--- config.mk ---
export PLATFORM = sky130hd
export DESIGN_NAME = dhcpv6_option_tlv_parser
export DESIGN_NICKNAME = d
export VERILOG_FILES = /design/src/dtp_pkg.sv /design/src/dtp_parser.sv /design/src/dtp_fifo.sv /design/src/dtp_emitter.sv /design/src/dhcpv6_option_tlv_parser.sv
export SDC_FILE = /design/constraint.sdc
export NUM_CORES = 1
export LEC_CHECK = 0
export ABC_AREA = 1
export BUFFER_PORTS_ARGS = -buffer_cell sky130_fd_sc_hd__buf_2
export CORE_MARGIN = 10
export CORE_UTILIZATION = 50
export CTS_BUF_LIST = sky130_fd_sc_hd__clkbuf_8
export CTS_CLUSTER_SIZE = 28
export DETAILED_ROUTE_END_ITERATION = 8
export HOLD_SLACK_MARGIN = 0.12
export PLACE_DENSITY = 0.67
export SLEW_MARGIN = 25
export SYNTH_ARGS = -nofsm -noshare
export SYNTH_HDL_FRONTEND = slang
export SYNTH_SLANG_ARGS = --single-unit
--- constraint.sdc ---
create_clock -name i_clk -period 9.35 [get_ports i_clk]
set_input_delay 0 -clock i_clk [delete_from_list [all_inputs] [get_ports i_clk]]
set_output_delay 0 -clock i_clk [all_outputs]
set_load 0.05 [all_outputs]
--- src/dtp_pkg.sv ---
// Shared types and constants of the DHCPv6 option TLV parser.
package dtp_pkg;

    localparam int IA_FIXED_BYTES   = 12;
    localparam int ADDR_FIXED_BYTES = 24;
    localparam int QUEUE_DEPTH      = 4;
    localparam int CFG_IDX_W        = 3;

    localparam logic [CFG_IDX_W-1:0] CFG_CODE_IA_NA   = 3'd0;
    localparam logic [CFG_IDX_W-1:0] CFG_CODE_IA_PD   = 3'd1;
    localparam logic [CFG_IDX_W-1:0] CFG_CODE_IA_ADDR = 3'd2;
    localparam logic [CFG_IDX_W-1:0] CFG_MAX_OPT_LEN  = 3'd3;
    localparam logic [CFG_IDX_W-1:0] CFG_MAX_OPTS     = 3'd4;

    typedef enum logic [2:0] {
        PH_MSG_HDR,
        PH_OPT_HDR,
        PH_FIX_IA,
        PH_FIX_ADDR,
        PH_DATA,
        PH_SKIP,
        PH_ERROR
    } t_phase;

    typedef enum logic [1:0] {
        KIND_HDR,
        KIND_OPT,
        KIND_PAY,
        KIND_END
    } t_kind;

    typedef enum logic [2:0] {
        ST_OK,
        ST_TRUNC,
        ST_TOO_LONG,
        ST_SHORT,
        ST_DEEP
    } t_status;

    typedef struct packed {
        logic [15:0] code_ia_na;
        logic [15:0] code_ia_pd;
        logic [15:0] code_ia_addr;
        logic [15:0] max_len;
        logic [7:0]  max_opts;
    } t_cfg;

    typedef struct packed {
        t_kind       kind;
        logic [7:0]  mtype;
        logic [23:0] tid;
        logic [15:0] code;
        logic [15:0] len;
        logic [1:0]  lvl;
        logic [7:0]  pbyte;
        logic [15:0] off;
    } t_rec;

    typedef struct packed {
        logic    first_valid;
        t_rec    first;
        logic    stat_valid;
        t_status status;
    } t_entry;

endpackage

--- src/dtp_parser.sv ---
// Front part: parses message bytes and produces the record entry of each byte that yields one.
module dtp_parser #(
    parameter int MAX_LEVELS = 3
) (
    input  logic              i_clk,
    input  logic              i_rst_n,
    input  dtp_pkg::t_cfg     i_cfg,
    input  logic              i_accept,
    input  logic [7:0]        i_data_byte,
    input  logic              i_last_byte,
    output logic              o_wr,
    output dtp_pkg::t_entry   o_entry
);

    localparam int LW = (MAX_LEVELS > 1) ? $clog2(MAX_LEVELS) : 1;

    dtp_pkg::t_phase  r_phase, n_phase;
    logic [15:0]      r_cnt, n_cnt;
    logic [31:0]      r_shift, n_shift;
    logic [15:0]      r_code, n_code;
    logic [15:0]      r_len, n_len;
    logic [LW-1:0]    r_lvl, n_lvl;
    dtp_pkg::t_status r_err, n_err;
    logic [15:0]      r_rem  [MAX_LEVELS];
    logic [15:0]      n_rem  [MAX_LEVELS];
    logic [7:0]       r_ocnt [MAX_LEVELS];
    logic [7:0]       n_ocnt [MAX_LEVELS];

    always_comb begin
        logic        skip;
        logic        is_ia;
        logic        is_addr;
        logic [15:0] fixed;
        logic [15:0] target;
        logic        do_finish;
        logic        do_close;
        logic [15:0] code_w;
        logic [15:0] len_w;

        n_phase   = r_phase;
        n_cnt     = r_cnt;
        n_shift   = r_shift;
        n_code    = r_code;
        n_len     = r_len;
        n_lvl     = r_lvl;
        n_err     = r_err;
        n_rem     = r_rem;
        n_ocnt    = r_ocnt;
        o_entry   = '0;
        skip      = 1'b0;
        is_ia     = 1'b0;
        is_addr   = 1'b0;
        fixed     = '0;
        target    = '0;
        do_finish = 1'b0;
        do_close  = 1'b0;
        code_w    = '0;
        len_w     = '0;

        if (i_accept) begin
            if (r_phase != dtp_pkg::PH_MSG_HDR && r_phase != dtp_pkg::PH_ERROR) begin
                for (int l = 1; l < MAX_LEVELS; l++) begin
                    if (l <= int'(r_lvl) && r_rem[l] != 16'd0) begin
                        n_rem[l] = r_rem[l] - 16'd1;
                    end
                end
            end

            case (r_phase)
                dtp_pkg::PH_MSG_HDR: begin
                    n_shift = {r_shift[23:0], i_data_byte};
                    n_cnt   = r_cnt + 16'd1;
                    if (n_cnt >= 16'd4) begin
                        o_entry.first_valid = 1'b1;
                        o_entry.first.kind  = dtp_pkg::KIND_HDR;
                        o_entry.first.mtype = n_shift[31:24];
                        o_entry.first.tid   = n_shift[23:0];
                        n_phase   = dtp_pkg::PH_OPT_HDR;
                        n_cnt     = '0;
                        n_shift   = '0;
                        n_lvl     = '0;
                        n_ocnt[0] = '0;
                    end
                end
                dtp_pkg::PH_OPT_HDR, dtp_pkg::PH_SKIP: begin
                    skip = (r_phase == dtp_pkg::PH_SKIP) ||
                           (r_cnt == 16'd0 && r_ocnt[r_lvl] >= i_cfg.max_opts);
                    if (skip) begin
                        n_phase = dtp_pkg::PH_SKIP;
                        if (r_lvl != '0 && n_rem[r_lvl] == 16'd0) begin
                            do_close = 1'b1;
                        end
                    end else begin
                        n_shift = {r_shift[23:0], i_data_byte};
                        n_cnt   = r_cnt + 16'd1;
                        if (n_cnt >= 16'd4) begin
                            code_w  = n_shift[31:16];
                            len_w   = n_shift[15:0];
                            n_code  = code_w;
                            n_len   = len_w;
                            is_ia   = (code_w == i_cfg.code_ia_na) ||
                                      (code_w == i_cfg.code_ia_pd);
                            is_addr = !is_ia && (code_w == i_cfg.code_ia_addr);
                            fixed   = is_ia   ? 16'(dtp_pkg::IA_FIXED_BYTES) :
                                      is_addr ? 16'(dtp_pkg::ADDR_FIXED_BYTES) : 16'd0;
                            if (len_w > i_cfg.max_len) begin
                                n_err   = dtp_pkg::ST_TOO_LONG;
                                n_phase = dtp_pkg::PH_ERROR;
                            end else if (fixed != 16'd0 && len_w < fixed) begin
                                n_err   = dtp_pkg::ST_SHORT;
                                n_phase = dtp_pkg::PH_ERROR;
                            end else if (r_lvl != '0 && len_w > n_rem[r_lvl]) begin
                                n_err   = dtp_pkg::ST_TRUNC;
                                n_phase = dtp_pkg::PH_ERROR;
                            end else if (fixed != 16'd0 && len_w > fixed &&
                                         int'(r_lvl) + 1 >= MAX_LEVELS) begin
                                n_err   = dtp_pkg::ST_DEEP;
                                n_phase = dtp_pkg::PH_ERROR;
                            end else begin
                                o_entry.first_valid = 1'b1;
                                o_entry.first.kind  = dtp_pkg::KIND_OPT;
                                o_entry.first.code  = code_w;
                                o_entry.first.len   = len_w;
                                o_entry.first.lvl   = 2'(r_lvl);
                                n_cnt   = '0;
                                n_phase = is_ia   ? dtp_pkg::PH_FIX_IA :
                                          is_addr ? dtp_pkg::PH_FIX_ADDR : dtp_pkg::PH_DATA;
                                if (len_w == 16'd0) begin
                                    do_finish = 1'b1;
                                end
                            end
                        end else if (r_lvl != '0 && n_rem[r_lvl] == 16'd0) begin
                            n_err   = dtp_pkg::ST_TRUNC;
                            n_phase = dtp_pkg::PH_ERROR;
                        end
                    end
                end
                dtp_pkg::PH_FIX_IA, dtp_pkg::PH_FIX_ADDR, dtp_pkg::PH_DATA: begin
                    o_entry.first_valid = 1'b1;
                    o_entry.first.kind  = dtp_pkg::KIND_PAY;
                    o_entry.first.code  = r_code;
                    o_entry.first.len   = r_len;
                    o_entry.first.lvl   = 2'(r_lvl);
                    o_entry.first.pbyte = i_data_byte;
                    o_entry.first.off   = r_cnt;
                    n_cnt  = r_cnt + 16'd1;
                    target = (r_phase == dtp_pkg::PH_FIX_IA) ?
                             16'(dtp_pkg::IA_FIXED_BYTES) : 16'(dtp_pkg::ADDR_FIXED_BYTES);
                    if (r_phase == dtp_pkg::PH_DATA) begin
                        if (n_cnt >= r_len) begin
                            do_finish = 1'b1;
                        end
                    end else if (n_cnt >= target) begin
                        if (r_len <= target) begin
                            do_finish = 1'b1;
                        end else if (int'(r_lvl) + 1 >= MAX_LEVELS) begin
                            n_err   = dtp_pkg::ST_DEEP;
                            n_phase = dtp_pkg::PH_ERROR;
                        end else begin
                            for (int l = 1; l < MAX_LEVELS; l++) begin
                                if (l == int'(r_lvl) + 1) begin
                                    n_rem[l]  = r_len - target;
                                    n_ocnt[l] = '0;
                                end
                            end
                            n_lvl   = LW'(int'(r_lvl) + 1);
                            n_phase = dtp_pkg::PH_OPT_HDR;
                            n_cnt   = '0;
                            n_shift = '0;
                        end
                    end
                end
                default: begin
                end
            endcase

            if (do_finish) begin
                for (int l = 0; l < MAX_LEVELS; l++) begin
                    if (l == int'(n_lvl) && n_ocnt[l] != 8'hFF) begin
                        n_ocnt[l] = n_ocnt[l] + 8'd1;
                    end
                end
            end
            if (do_finish || do_close) begin
                for (int l = MAX_LEVELS - 1; l >= 1; l--) begin
                    if (int'(n_lvl) == l && n_rem[l] == 16'd0) begin
                        n_lvl = LW'(l - 1);
                        if (n_ocnt[l-1] != 8'hFF) begin
                            n_ocnt[l-1] = n_ocnt[l-1] + 8'd1;
                        end
                    end
                end
                n_phase = dtp_pkg::PH_OPT_HDR;
                n_cnt   = '0;
                n_shift = '0;
            end

            if (i_last_byte) begin
                o_entry.stat_valid = 1'b1;
                if (n_err != dtp_pkg::ST_OK) begin
                    o_entry.status = n_err;
                end else if (n_phase == dtp_pkg::PH_MSG_HDR || n_lvl != '0 ||
                             n_phase == dtp_pkg::PH_FIX_IA ||
                             n_phase == dtp_pkg::PH_FIX_ADDR ||
                             n_phase == dtp_pkg::PH_DATA ||
                             (n_phase == dtp_pkg::PH_OPT_HDR && n_cnt != 16'd0)) begin
                    o_entry.status = dtp_pkg::ST_TRUNC;
                end else begin
                    o_entry.status = dtp_pkg::ST_OK;
                end
                n_phase = dtp_pkg::PH_MSG_HDR;
                n_cnt   = '0;
                n_shift = '0;
                n_code  = '0;
                n_len   = '0;
                n_lvl   = '0;
                n_err   = dtp_pkg::ST_OK;
                for (int l = 0; l < MAX_LEVELS; l++) begin
                    n_rem[l]  = '0;
                    n_ocnt[l] = '0;
                end
            end
        end
    end

    assign o_wr = i_accept && (o_entry.first_valid || o_entry.stat_valid);

    always_ff @(posedge i_clk) begin
        if (!i_rst_n) begin
            r_phase <= dtp_pkg::PH_MSG_HDR;
            r_cnt   <= '0;
            r_shift <= '0;
            r_code  <= '0;
            r_len   <= '0;
            r_lvl   <= '0;
            r_err   <= dtp_pkg::ST_OK;
            for (int l = 0; l < MAX_LEVELS; l++) begin
                r_rem[l]  <= '0;
                r_ocnt[l] <= '0;
            end
        end else begin
            r_phase <= n_phase;
            r_cnt   <= n_cnt;
            r_shift <= n_shift;
            r_code  <= n_code;
            r_len   <= n_len;
            r_lvl   <= n_lvl;
            r_err   <= n_err;
            r_rem   <= n_rem;
            r_ocnt  <= n_ocnt;
        end
    end

    a_level_bound: assert property (@(posedge i_clk) disable iff (!i_rst_n)
        int'(r_lvl) < MAX_LEVELS)
        else $error("Nesting level beyond the level limit.");

    a_error_coded: assert property (@(posedge i_clk) disable iff (!i_rst_n)
        (r_phase == dtp_pkg::PH_ERROR) |-> (r_err != dtp_pkg::ST_OK))
        else $error("Error phase without an error code.");

    a_data_in_range: assert property (@(posedge i_clk) disable iff (!i_rst_n)
        (r_phase == dtp_pkg::PH_DATA) |-> (r_cnt < r_len))
        else $error("Opaque data offset past the option length.");

endmodule

--- src/dtp_fifo.sv ---
// Short queue of record entries between the parser and the result side.
module dtp_fifo (
    input  logic            i_clk,
    input  logic            i_rst_n,
    input  logic            i_wr,
    input  dtp_pkg::t_entry i_entry,
    input  logic            i_rd,
    output dtp_pkg::t_entry o_entry,
    output logic            o_empty,
    output logic            o_full
);

    localparam int PW = $clog2(dtp_pkg::QUEUE_DEPTH);
    localparam int CW = $clog2(dtp_pkg::QUEUE_DEPTH + 1);

    dtp_pkg::t_entry r_mem [dtp_pkg::QUEUE_DEPTH];
    logic [PW-1:0]   r_wp, r_rp;
    logic [CW-1:0]   r_cnt;
    logic            wr_go, rd_go;

    assign o_empty = (r_cnt == '0);
    assign o_full  = (r_cnt == CW'(dtp_pkg::QUEUE_DEPTH));
    assign wr_go   = i_wr && !o_full;
    assign rd_go   = i_rd && !o_empty;
    assign o_entry = r_mem[r_rp];

    always_ff @(posedge i_clk) begin
        if (wr_go) begin
            r_mem[r_wp] <= i_entry;
        end
    end

    always_ff @(posedge i_clk) begin
        if (!i_rst_n) begin
            r_wp  <= '0;
            r_rp  <= '0;
            r_cnt <= '0;
        end else begin
            if (wr_go) begin
                r_wp <= (r_wp == PW'(dtp_pkg::QUEUE_DEPTH - 1)) ? '0 : r_wp + 1'b1;
            end
            if (rd_go) begin
                r_rp <= (r_rp == PW'(dtp_pkg::QUEUE_DEPTH - 1)) ? '0 : r_rp + 1'b1;
            end
            if (wr_go && !rd_go) begin
                r_cnt <= r_cnt + 1'b1;
            end else if (rd_go && !wr_go) begin
                r_cnt <= r_cnt - 1'b1;
            end
        end
    end

    a_no_overflow: assert property (@(posedge i_clk) disable iff (!i_rst_n)
        r_cnt <= CW'(dtp_pkg::QUEUE_DEPTH))
        else $error("Entry queue holds more than its depth.");

endmodule

--- src/dtp_emitter.sv ---
// Back part: splits each queued entry into result beats.
module dtp_emitter (
    input  logic             i_clk,
    input  logic             i_rst_n,
    input  dtp_pkg::t_entry  i_entry,
    input  logic             i_empty,
    input  logic             i_pop,
    output logic             o_rd,
    output dtp_pkg::t_rec    o_rec,
    output dtp_pkg::t_status o_status,
    output logic             o_last
);

    logic          r_half;
    logic          show_first;
    logic          beat;
    dtp_pkg::t_rec end_rec;

    always_comb begin
        end_rec      = '0;
        end_rec.kind = dtp_pkg::KIND_END;
    end

    assign show_first = i_entry.first_valid && !r_half;
    assign o_rec      = show_first ? i_entry.first : end_rec;
    assign o_status   = show_first ? dtp_pkg::ST_OK : i_entry.status;
    assign o_last     = show_first ? !i_entry.stat_valid : 1'b1;
    assign beat       = i_pop && !i_empty;
    assign o_rd       = beat && (!show_first || !i_entry.stat_valid);

    always_ff @(posedge i_clk) begin
        if (!i_rst_n) begin
            r_half <= 1'b0;
        end else if (beat) begin
            r_half <= show_first && i_entry.stat_valid;
        end
    end

    a_half_has_pair: assert property (@(posedge i_clk) disable iff (!i_rst_n)
        r_half |-> (!i_empty && i_entry.first_valid && i_entry.stat_valid))
        else $error("Second beat pending without a two-result entry.");

    a_split_beat: assert property (@(posedge i_clk) disable iff (!i_rst_n)
        (beat && show_first && i_entry.stat_valid) |=> (r_half && o_last))
        else $error("Status beat of a two-result entry was lost.");

endmodule

--- src/dhcpv6_option_tlv_parser.sv ---
// Top level of the DHCPv6 option TLV parser: configuration, parser, queue and result side.
// The results of a byte are registered in the queue when the byte is accepted.
// Throughput: one byte per cycle; the parser takes a byte in every cycle the queue is not full.
// A final byte that also yields a record gives two results and holds its entry two beats.
// Reset is synchronous and active low: parse state clears, the queue empties, registers reload.
module dhcpv6_option_tlv_parser #(
    parameter int MAX_LEVELS = 3
) (
    input  logic                          i_clk,
    input  logic                          i_rst_n,
    input  logic                          push,
    output logic                          full,
    input  logic [7:0]                    i_data_byte,
    input  logic                          i_last_byte,
    output logic                          empty,
    input  logic                          pop,
    output logic [1:0]                    o_record_kind,
    output logic [7:0]                    o_message_type,
    output logic [23:0]                   o_transaction_id,
    output logic [15:0]                   o_option_code,
    output logic [15:0]                   o_option_length,
    output logic [1:0]                    o_nest_level,
    output logic [7:0]                    o_payload_byte,
    output logic [15:0]                   o_payload_offset,
    output logic [2:0]                    o_parse_status,
    output logic                          o_last_of_run,
    input  logic                          i_cfg_we,
    input  logic [dtp_pkg::CFG_IDX_W-1:0] i_cfg_index,
    input  logic [15:0]                   i_cfg_data
);

    dtp_pkg::t_cfg    r_cfg;
    dtp_pkg::t_entry  wr_entry, rd_entry;
    dtp_pkg::t_rec    rec;
    dtp_pkg::t_status status;
    logic             accept, wr, rd;

    always_ff @(posedge i_clk) begin
        if (!i_rst_n) begin
            r_cfg.code_ia_na   <= 16'd3;
            r_cfg.code_ia_pd   <= 16'd25;
            r_cfg.code_ia_addr <= 16'd5;
            r_cfg.max_len      <= 16'd512;
            r_cfg.max_opts     <= 8'd64;
        end else if (i_cfg_we) begin
            case (i_cfg_index)
                dtp_pkg::CFG_CODE_IA_NA:   r_cfg.code_ia_na   <= i_cfg_data;
                dtp_pkg::CFG_CODE_IA_PD:   r_cfg.code_ia_pd   <= i_cfg_data;
                dtp_pkg::CFG_CODE_IA_ADDR: r_cfg.code_ia_addr <= i_cfg_data;
                dtp_pkg::CFG_MAX_OPT_LEN:  r_cfg.max_len      <= i_cfg_data;
                dtp_pkg::CFG_MAX_OPTS:     r_cfg.max_opts     <= i_cfg_data[7:0];
                default: begin
                end
            endcase
        end
    end

    assign accept = push && !full;

    dtp_parser #(
        .MAX_LEVELS (MAX_LEVELS)
    ) u_parser (
        .i_clk       (i_clk),
        .i_rst_n     (i_rst_n),
        .i_cfg       (r_cfg),
        .i_accept    (accept),
        .i_data_byte (i_data_byte),
        .i_last_byte (i_last_byte),
        .o_wr        (wr),
        .o_entry     (wr_entry)
    );

    dtp_fifo u_fifo (
        .i_clk   (i_clk),
        .i_rst_n (i_rst_n),
        .i_wr    (wr),
        .i_entry (wr_entry),
        .i_rd    (rd),
        .o_entry (rd_entry),
        .o_empty (empty),
        .o_full  (full)
    );

    dtp_emitter u_emitter (
        .i_clk    (i_clk),
        .i_rst_n  (i_rst_n),
        .i_entry  (rd_entry),
        .i_empty  (empty),
        .i_pop    (pop),
        .o_rd     (rd),
        .o_rec    (rec),
        .o_status (status),
        .o_last   (o_last_of_run)
    );

    assign o_record_kind    = rec.kind;
    assign o_message_type   = rec.mtype;
    assign o_transaction_id = rec.tid;
    assign o_option_code    = rec.code;
    assign o_option_length  = rec.len;
    assign o_nest_level     = rec.lvl;
    assign o_payload_byte   = rec.pbyte;
    assign o_payload_offset = rec.off;
    assign o_parse_status   = status;

endmodule

Yosys cells after proc, flatten, opt, wreduce, memory -nomap -nowiden
Memory sizes are Yosys's and may differ from the RTL's. A register that Yosys moved wholly into a read port is not among the register bits.
Index checks and enable logic that the tools add are counted.
{"block": "classes", "order_cmp": 13, "n_div": 0, "bitwise": 1, "reduce_logical": 75, "n_shift": 0, "addsub": 14, "mux": 171, "eq_ne": 37, "n_mul": 0}
{"operator": "$mux W16", "count": 36}
{"operator": "$mux W32", "count": 10}
{"operator": "$mux W24", "count": 12}
{"operator": "$mux W34", "count": 6}
{"operator": "$mux W3", "count": 40}
{"operator": "$mux W8", "count": 14}
{"operator": "$mux W97", "count": 1}
{"operator": "$mux W92", "count": 1}
{"operator": "$logic_not A16 Y1", "count": 5}
{"operator": "$pmux W24 S3", "count": 1}
{"operator": "$pmux W34 S2", "count": 1}
{"operator": "$reduce_bool A16 Y1", "count": 4}
{"operator": "$eq A16 B16 Y1", "count": 3}
{"operator": "$gt A16 B16 Y1", "count": 3}
{"operator": "$pmux W16 S3", "count": 1}
{"operator": "$add A8 B1 Y8 const B", "count": 5}
{"operator": "$ne A8 B8 Y1 const B", "count": 5}
{"operator": "$mux W35", "count": 1}
{"operator": "$mux W2", "count": 17}
{"operator": "$bmux W16 S2", "count": 1}
{"operator": "$eq A2 B32 Y1 const A", "count": 1}
{"operator": "$eq A3 B32 Y1 const A", "count": 1}
{"operator": "$ge A16 B16 Y1", "count": 2}
{"operator": "$ge A32 B3 Y1 const B", "count": 1}
{"operator": "other kinds (45)", "count": 139}
{"block": "word_totals", "regBits": 216, "inputBits": 33, "output_inout_bits": 98, "romBits": 0, "mem_count": 1, "ramBits": 388, "latchBits": 0}
{"memory": "u_fifo.r_mem", "depth": 4, "word_bits": 97, "read_ports": 1, "rd_ports_with_merged_regs": 1, "wr": 1, "line_no": "dtp_fifo.sv:16", "source": "dtp_pkg::t_entry r_mem [dtp_pkg::QUEUE_DEPTH];"}

Longest topological paths before layout
Gate-level depths: netlist of the first run.
{"block": "depth", "depth_word": 42, "depth_mapped": 40, "mapped_depth_nobuf": 40}

By module
A second synthesis of the first run with hierarchy kept.
{"block": "hier_totals", "hier_cells": 3987, "area_unflattened_um2": 32479.9}
{"mod": "dtp_fifo", "n_inst": 1, "cells_each": 1009, "area_per_inst_um2": 14840.5}
{"mod": "dtp_parser", "n_inst": 1, "cells_each": 2350, "area_per_inst_um2": 13773.2}
{"mod": "dhcpv6_option_tlv_parser", "n_inst": 1, "cells_each": 416, "area_per_inst_um2": 2960.3}
{"mod": "dtp_emitter", "n_inst": 1, "cells_each": 212, "area_per_inst_um2": 905.9}

Worst setup path after synthesis of the first run
No wires, ideal clock.
{"block": "synth_path", "path_type": "reg-to-reg", "start": "register u_parser.r_lvl[0]", "end": "memory u_fifo.r_mem[0][0] (netlist name) (enable)", "path_buffers": 2, "stages_incl_launch_ff": 31, "arrival_ns": 7.648, "slack_ns": 1.148, "setup_ns": 0.554, "path_cell_list": "dfxtp_1 > inv_1 > clkbuf_1 > ha_1 > inv_1 > nand2_1 > inv_1 > clkbuf_1 > o21ai_0 > nand2_1 > nand3_1 > nand2_1 > inv_1 > ha_1 > a21oi_1 > o21ai_0 > a21oi_1 > nand2_1 > nand2_1 > nand2_1 > nor2_1 > inv_1 > nor2_1 > inv_1 > nor2_1 > nor2_1 > nand2_1 > nand2_1 > inv_1 > nor2_1 > nor2_1"}
{"item": "start, declared", "line_no": "dtp_parser.sv:22", "source": "logic [LW-1:0] r_lvl, n_lvl;"}
{"item": "start signal, assigned", "line_no": "dtp_parser.sv:247", "source": "r_lvl <= n_lvl;"}
{"item": "end, declared", "line_no": "dtp_fifo.sv:16"}

==> metrics.md, run 1 <==
| Metric | Value |
|---|---|
| Commonest non-fill, non-tap cell in the layout | `nand2_1` |
| Final Hold Fails | `0` |
| Sequential share of the synthesized area | `about half` |
| Worst R2R Setup Slack | `2480 ps` |
| Number of global-route vias before repair | `about 26,000` |
| Placed Cells incl. Taps | `4,749` |
| CP max FO | `70` |
| Slew margin rel. | `32.50%` |
| Required time of the critical path | `approximately 9700 ps` |
| Area of the multi-input gates | `between 10,000 and 15,000 um2` |
| VDD IR max | `between 0.0002 and 0.00025 V` |
| TritonCTS clock tree | `done` |
| Largest net degree at the start of global routing | `120` |
| Max Clk Rate | `between 100 and 150 MHz` |
| Area fraction of the dominant cell type after synthesis | `between 30% and 40%` |
| RSZ-0062 raised after global routing | `false` |
| PwrDens | `~240 nW/um2` |
| Global-route wire length before repair | `around 150,000 um` |
| Cts bufs inserted | `99` |
| Vias | `27,500` |
| Setup Buffers After CTS | `0` |
| Via density | `5.501` |
| Crit share post-route | `around three quarters` |
| Slew @ Worst Pin | `between 1000 and 1500 ps` |
| Synth top area cells | `edfxtp_1, dfxtp_1, nand2_1` |
| CP max-delay cell | `nor2_4` |
| Die Wd | `about 270 um` |
| RePlAce Congestion | `approximately 1` |
| Hold Buf Count CTS | `between 60 and 70` |
| Share of cells above drive strength 1 | `a little under a tenth` |
| DIE HEIGHT | `270.8 um` |
| Type of the worst setup path | `flop to flop` |
| Full die area | `73,340 um2` |
| Root Driver | `clkbuf_8` |
| RR Endpoint | `u_fifo.r_mem[2][34]` |
| GRT Util Overall | `between 20% and 30%` |
| Register area | `16,020 um2` |
| WL final | `93,840 um` |
| Flops & latches, synth | `approximately 610` |
| Yosys cell types | `50` |
| Initial DRC count | `around 2,800` |
| Mean Syn Cell Area | `~8.0 um2` |
| Worst-Skew Late Latency | `around 750 ps` |
| Final min period | `6867 ps` |
| H-tree lvl count | `3` |
| Worst Hold Class | `primary input to flop` |
| Sink Count | `approximately 610` |
| CP most frequent cell | `nand2_1` |
| Lkg Pwr | `0.01454 uW` |
| Cell Area, Synth | `31,450 um2` |
| # resized after CTS | `0` |
| Initial antenna violation count | `4` |
| Port Buf Inserts | `130` |
| Clock Path Buffers | `3` |
| Core Region | `61,940 um2` |
| Worst Hold Path Cells | `4` |
| Mapped Cells | `3,940` |
| ANT nets after route | `0` |
| TritonRoute pass-1 iters | `6` |
| Number of synthesized flops with an enable pin | `388` |
| P&R area growth vs syn | `12.67%` |
| Hold_sp | `i_cfg_data[9]` |
| Final HPWL DP | `62,930 um` |
| Max Slew Vio Count | `0` |
| Final setup violation count | `0` |
| Initial Util | `50.78%` |
| Commonest cells after routing, fill and taps aside | `nand2_1, nor2_1, edfxtp_1, o21ai_0, inv_1` |
| Hold EP | `r_cfg[33]` |
| WL per Instance | `roughly 19 um` |
| Maxcap violations | `0` |
| Non-filler cells, final | `between 4,000 and 5,000` |
| I/O pin count | `131` |
| Bufs and invs on worst path | `9` |
| CP startpoint kind | `flop` |
| Worst clock skew | `about 56 ps` |
| CP peak stage delay | `roughly 800 ps` |
| R2R depth | `31` |
| YS warnings | `0` |
| Mapped Nets | `4,059` |
| Gr ovfl total | `0` |
| Synth area leader | `edfxtp_1` |
| Primary FF master, synth | `edfxtp_1` |
| CTS clk-pin slew, worst paths | `~60 ps` |
| Critical path's top delay family | `simple AND/OR/NAND/NOR gates` |
| Crit path DAT | `slightly above 7000 ps` |
| Status | `completed` |
| FILL cells | `roughly 5,700` |
| Rows | `~90` |
| Setup TNS Final | `0 ps` |
| Worst r2r src | `u_parser.r_lvl[0]` |
| Nets | `around 4,200` |
| DR DRC count | `0` |
| Share of flip-flops with an asynchronous set or reset | `0%` |
| Critical path endpoint category | `flop` |
## layout make-up
class / count / area share, %
Multi-Input combinational cell: 2784 / 37.69
Antenna cell: 2 / 0.01412
Timing Repair Buffer: 219 / 4.265
Clock inverter: 79 / 1.811
Inverter: 365 / 3.898
Tap cell: 837 / 2.955
Sequential cell: 606 / 45.21
Clock buffer: 107 / 4.155
## per-stage QoR
stage	hold WS, ps	instance area, um2	worst slack [ps]	util [%]	power, uW
after floorplan	126.3	31450	1148	-	5221
after global placement	320.8	32670	2381	52.75	5993
after detailed placement	321.4	32670	2235	52.75	6013
after CTS	122.4	35400	2195	57.14	8465
after global routing	176.6	35440	1823	57.22	8810
final	174.7	35440	2483	57.22	8421
## sequential cells by signal, summed over array words and instances (netlist names), 2 cells and up, named ones only
name / flops
r_cfg: 72
u_fifo.r_cnt: 3
u_fifo.r_mem: 388
u_fifo.r_rp: 2
u_fifo.r_wp: 2
u_parser.r_cnt: 16
u_parser.r_code: 16
u_parser.r_err: 3
u_parser.r_len: 16
u_parser.r_lvl: 2
u_parser.r_ocnt: 24
u_parser.r_phase: 3
u_parser.r_rem: 32
u_parser.r_shift: 24
## worst register-to-register path, delay by kind of cell, from the launching register on
family | cells | cell delay (ps)
compound gates | 2 | 230
buf+inv | 9 | 2120
xor+xnor | 1 | 200
flops | 1 | 590
simple gates | 17 | 2610
fa+ha+maj | 2 | 630
## synthesized netlist by cell type, drive strengths merged, types with 2 or more instances
cell / count
a21oi: 338
a31oi: 2
buf: 33
clkbuf: 152
clkinv: 4
dfxtp: 218
edfxtp: 388
ha: 85
inv: 361
nand2: 802
nand3: 187
nand3b: 8
nand4: 46
nor2: 731
nor3: 56
o2111ai: 2
o211ai: 11
o21a: 3
o21ai: 399
o21bai: 2
o221ai: 2
o22ai: 28
or2: 16
xor2: 56
## per-layer routing
layer / wire length [um] / part of all wire, % / vias to the layer above / track usage, %
met4: 2773 / 3.0 / 2 / 8.527
met5: 9 / 0.0096 / - / 0
met3: 6797 / 7.2 / 162 / 3.608
li1: - / - / 13370 / -
met1: 40490 / 43 / 12970 / 33.28
met2: 43770 / 47 / 1000 / 40.15
## how the worst max path moves through the flow
stage / start / end / cells past startpoint
2_1_floorplan: u_parser.r_lvl[0] / u_fifo.r_mem[0][0] / 30
3_3_place_gp: u_parser.r_lvl[0] / u_fifo.r_mem[0][28] / 31
3_5_place_dp: u_parser.r_lvl[0] / u_fifo.r_mem[0][28] / 31
4_1_cts: u_parser.r_lvl[0] / u_fifo.r_mem[0][34] / 31
5_1_grt: u_parser.r_lvl[0] / u_fifo.r_mem[2][34] / 31
6_report: u_parser.r_lvl[0] / u_fifo.r_mem[2][34] / 31
## cell families after synthesis
| kind of cell | count (synthesis) | share of synthesized area (%) |
|---|---|---|
| xor+xnor | 56 | 1.559 |
| simple gates | 1847 | 24.24 |
| flops | 606 | 50.92 |
| fa+ha+maj | 86 | 3.445 |
| compound gates | 795 | 13.07 |
| buf+inv | 550 | 6.766 |
## power by group
group	leakage, uW	total, uW	internal (uW)	switching [uW]
Clock	0.00117	2450	1330	1120
Sequential	0.00539	3110	2960	149
Combinational	0.00797	2860	617	2240
Total	0.0145	8420	4910	3510
Power figures use the tool's default switching activity.
==> run 2: changes to the inputs <==
Settings changed: ABC_AREA 1 to 0, PLACE_DENSITY 0.67 to 0.69.
Clock period 9.35 ns to 6.2 ns, I/O delays scaled along.
==> metrics.md, run 2 <==
| Metric | Value |
|---|---|
| Slew @ Worst Pin | `1077 ps (was 1010 ps)` |
| Util after Layout | `58.77% (was 57.22%)` |
| I/O pin count | `131 (unchanged)` |
| Critical path startpoint | `u_parser.r_phase[2] (was u_parser.r_lvl[0])` |
| Initial DRC count | `2,273 (was 2,808)` |
| CP max FO | `7 (was 70)` |
| Cell Area, Synth | `30,830 um2 (was 31,450 um2)` |
| Cts bufs inserted | `100 (was 99)` |
| ANT nets after route | `0 (unchanged)` |
| Lkg Pwr | `0.01298 uW (was 0.01454 uW)` |
| Worst Hold Class | `primary input to flop (unchanged)` |
| Max Clk Rate | `166.0 MHz (was 145.6 MHz)` |
| Slew margin rel. | `28.03% (was 32.50%)` |
| Maxcap violations | `0 (unchanged)` |
| Largest net degree at the start of global routing | `115 (was 120)` |
| Final HPWL DP | `63,650 um (was 62,930 um)` |
| Root Driver | `clkbuf_8 (unchanged)` |
| Sequential share of the synthesized area | `51.95% (was 50.92%)` |
| Synth area leader | `edfxtp_1 (unchanged)` |
| Critical Path Sink | `u_parser.r_ocnt[10] (was u_fifo.r_mem[2][34])` |
| Crit share post-route | `97.17% (was 73.45%)` |
| GRT Util Overall | `25.22% (was 24.71%)` |
| Register area | `16,030 um2 (was 16,020 um2)` |
| R2R depth | `25 (was 31)` |
| Worst r2r src | `u_parser.r_phase[2] (was u_parser.r_lvl[0])` |
| Nets | `3,153 (was 4,194)` |
| Die Wd | `268.3 um (was 270.8 um)` |
| Core Region | `60,700 um2 (was 61,940 um2)` |
| Flops & latches, synth | `606 (unchanged)` |
| DIE HEIGHT | `268.3 um (was 270.8 um)` |
| Max Slew Vio Count | `0 (unchanged)` |
| Yosys cell types | `96 (was 50)` |
| Rows | `90 (was 91)` |
| Vias | `23,610 (was 27,500)` |
| Mapped Cells | `2,795 (was 3,940)` |
| PwrDens | `283.4 nW/um2 (was 237.6 nW/um2)` |
| Count leader, synth | `edfxtp_1 (was nand2_1)` |
| Area fraction of the dominant cell type after synthesis | `37.79% (was 37.04%)` |
| Commonest cells after routing, fill and taps aside | `edfxtp_1, nand2_1, dfxtp_1, nor2b_1, buf_4 (was nand2_1, nor2_1, edfxtp_1, o21ai_0, inv_1)` |
| Global-route wire length before repair | `141,100 um (was 145,100 um)` |
| H-tree lvl count | `3 (unchanged)` |
| CTS clk-pin slew, worst paths | `60 ps (about the same)` |
| Share of cells above drive strength 1 | `20.36% (was 9.327%)` |
| Share of flip-flops with an asynchronous set or reset | `0% (unchanged)` |
| Largest register FFs | `388 (unchanged)` |
| FILL cells | `4,910 (was 5,726)` |
| Largest registers | `u_fifo.r_mem x388, r_cfg x72, u_parser.r_rem x32 (unchanged)` |
| Type of the worst setup path | `flop to flop (unchanged)` |
| Mapped Nets | `2,914 (was 4,059)` |
| Via density | `6.058 (was 5.501)` |
| Primary FF master, synth | `edfxtp_1 (unchanged)` |
| Number of synthesized flops with an enable pin | `388 (unchanged)` |
| Initial Util | `50.79% (was 50.78%)` |
| WL per Instance | `23.46 um (was 18.77 um)` |
| TritonRoute pass-1 iters | `8 (was 6)` |
| TritonCTS clock tree | `done (unchanged)` |
| Worst R2R Setup Slack | `180 ps (was 2480 ps)` |
| RePlAce Congestion | `1.001 (was 0.9723)` |
| Clock Path Buffers | `3 (unchanged)` |
| Synth top area cells | `edfxtp_1, dfxtp_1, mux4_2 (was edfxtp_1, dfxtp_1, nand2_1)` |
| Sink Count | `606 (unchanged)` |
| VDD IR max | `0.0002127 V (was 0.0002037 V)` |
| Critical path endpoint category | `flop (unchanged)` |
| CP startpoint kind | `flop (unchanged)` |
| Gr ovfl total | `0 (unchanged)` |
| Required time of the critical path | `6770 ps (was 9690 ps)` |
| Number of global-route vias before repair | `23,650 (was 25,610)` |
| Crit path DAT | `6600 ps (was 7200 ps)` |
| Status | `completed (unchanged)` |
| Final min period | `6025 ps (was 6867 ps)` |
| WL final | `91,460 um (was 93,840 um)` |
| List of most frequent post-synthesis cells | `edfxtp_1, nand2_1, dfxtp_1, nor2b_1, clkbuf_1 (was nand2_1, nor2_1, edfxtp_1, o21ai_0, inv_1)` |
| Final Hold Fails | `0 (unchanged)` |
| Mean Syn Cell Area | `11.03 um2 (was 7.983 um2)` |
| DR DRC count | `0 (unchanged)` |
| Port Buf Inserts | `130 (unchanged)` |
| Initial antenna violation count | `1 (was 4)` |
| YS warnings | `0 (unchanged)` |
| Worst-Skew Late Latency | `700 ps (was 750 ps)` |
| Largest Register | `u_fifo.r_mem (unchanged)` |
| Power Total | `10,110 uW (was 8421 uW)` |
| Commonest non-fill, non-tap cell in the layout | `edfxtp_1 (was nand2_1)` |
| Full die area | `71,990 um2 (was 73,340 um2)` |
| Worst clock skew | `26.50 ps (was 55.88 ps)` |
| Final setup violation count | `0 (unchanged)` |
| P&R area growth vs syn | `15.70% (was 12.67%)` |
| Area of the multi-input gates | `14,230 um2 (was 13,360 um2)` |
| RR Endpoint | `u_parser.r_ocnt[10] (was u_fifo.r_mem[2][34])` |
## run 2: cell types whose count changed in the layout (fill, tap and decap cells not counted), moves of 103 or more
cell / before / now
o21ai_0: 380 / 72
buf_4: 24 / 152
inv_1: 374 / 123
nor2b_1: 0 / 162
nand2_1: 785 / 369
a21oi_1: 338 / 88
nand3_1: 178 / 75
a21boi_0: 0 / 113
nor2_1: 707 / 98
## run 2: how the worst min path moves through the flow
stage / from / endpoint / slack (ps) / cells past startpoint
2_1_floorplan: i_cfg_data[0] / r_cfg[24] / 120 / 2
3_3_place_gp: i_cfg_data[15] / r_cfg[55] / 320 / 3
3_5_place_dp: i_cfg_data[9] / r_cfg[49] / 330 / 3
4_1_cts: i_cfg_data[4] / r_cfg[28] / 160 / 4
5_1_grt: i_cfg_data[12] / r_cfg[36] / 210 / 4
6_report: i_cfg_data[4] / r_cfg[60] / 210 / 4
## run 2: timing repair
| action | 4_1_cts | 5_1_grt |
|---|---|---|
| resized for setup | 5 | 62 |
| endpoints found under the setup margin | 7 | 25 |
| buffers inserted | 4 | 5 |
| hold buffers | 36 | 0 |
| pin swaps | 3 | 18 |
| hold endpoints to repair | 258 | 0 |
## run 2: critical path, stage by stage (launching register included)
cell	delay [ps]
dfxtp_1	380
xor2_2	260
o221ai_4	190
a211oi_4	260
nand2_1	110
or3_4	420
xnor2_4	200
a21oi_2	70
ha_1	290
a211o_1	290
o21bai_4	180
o32ai_2	270
a31oi_2	180
a211oi_2	250
or4b_4	550
a21oi_4	160
nand2_2	90
mux2_4	330
ha_4	170
and3_4	160
nand2_2	70
a31oi_2	40
a311o_2	410
a31oi_4	230
o2111ai_1	140
a22o_1	220
## run 2: logic make-up (layout without fill, tap and decap cells)
| group | Yosys count | in the layout | synth area share [%] |
|---|---|---|---|
| xor+xnor | 115 | 115 | 3.267 |
| simple gates | 1051 | 1051 | 17.43 |
| flops | 606 | 606 | 51.95 |
| mux | 132 | 132 | 8.267 |
| compound gates | 544 | 544 | 12.31 |
| other cells | 0 | 2 | 0 |
| buf+inv | 261 | 580 | 3.267 |
| fa+ha+maj | 86 | 86 | 3.515 |
## run 2: layout make-up
cell class | count | share of cell area, %
flip-flops and latches | 606 | 44.95
multi-input cells | 1928 | 39.90
repair buffers | 324 | 6.363
clock buffers | 106 | 4.090
well taps | 782 | 2.743
clock inverters | 76 | 1.168
inverters | 74 | 0.7787
diodes | 2 | 0.01403
## run 2: metal layers
metal	up-vias	wire length (um)	global-route usage, %
met4	0	2782	9.282
met1	11730	38830	34.12
met5	-	0	0
met3	175	6525	3.428
li1	10770	-	-
met2	946	43320	40.96
## run 2: metrics by stage
stage                     instance area (um2)  setup slack, ps  instances  TNS (ps)  hold slack, ps
after floorplan                         30870           -846.9       2795   -328590           124.0
after CTS                               35320            7.932       3891         0           160.4
after detailed placement                33030           -58.36       3669    -115.7           331.8
after global placement                  33030            116.6       3669         0           322.5
final                                   35670            175.2       3898         0           206.1
after global routing                    35670           -14.90       3898    -77.86           210.6
## run 2: report_power, final
| group | total (uW) | internal [uW] | leakage [uW] | switching [uW] |
|---|---|---|---|---|
| Clock | 3290 | 1680 | 0.00112 | 1620 |
| Combinational | 2330 | 749 | 0.00657 | 1580 |
| Sequential | 4490 | 4400 | 0.00530 | 90.0 |
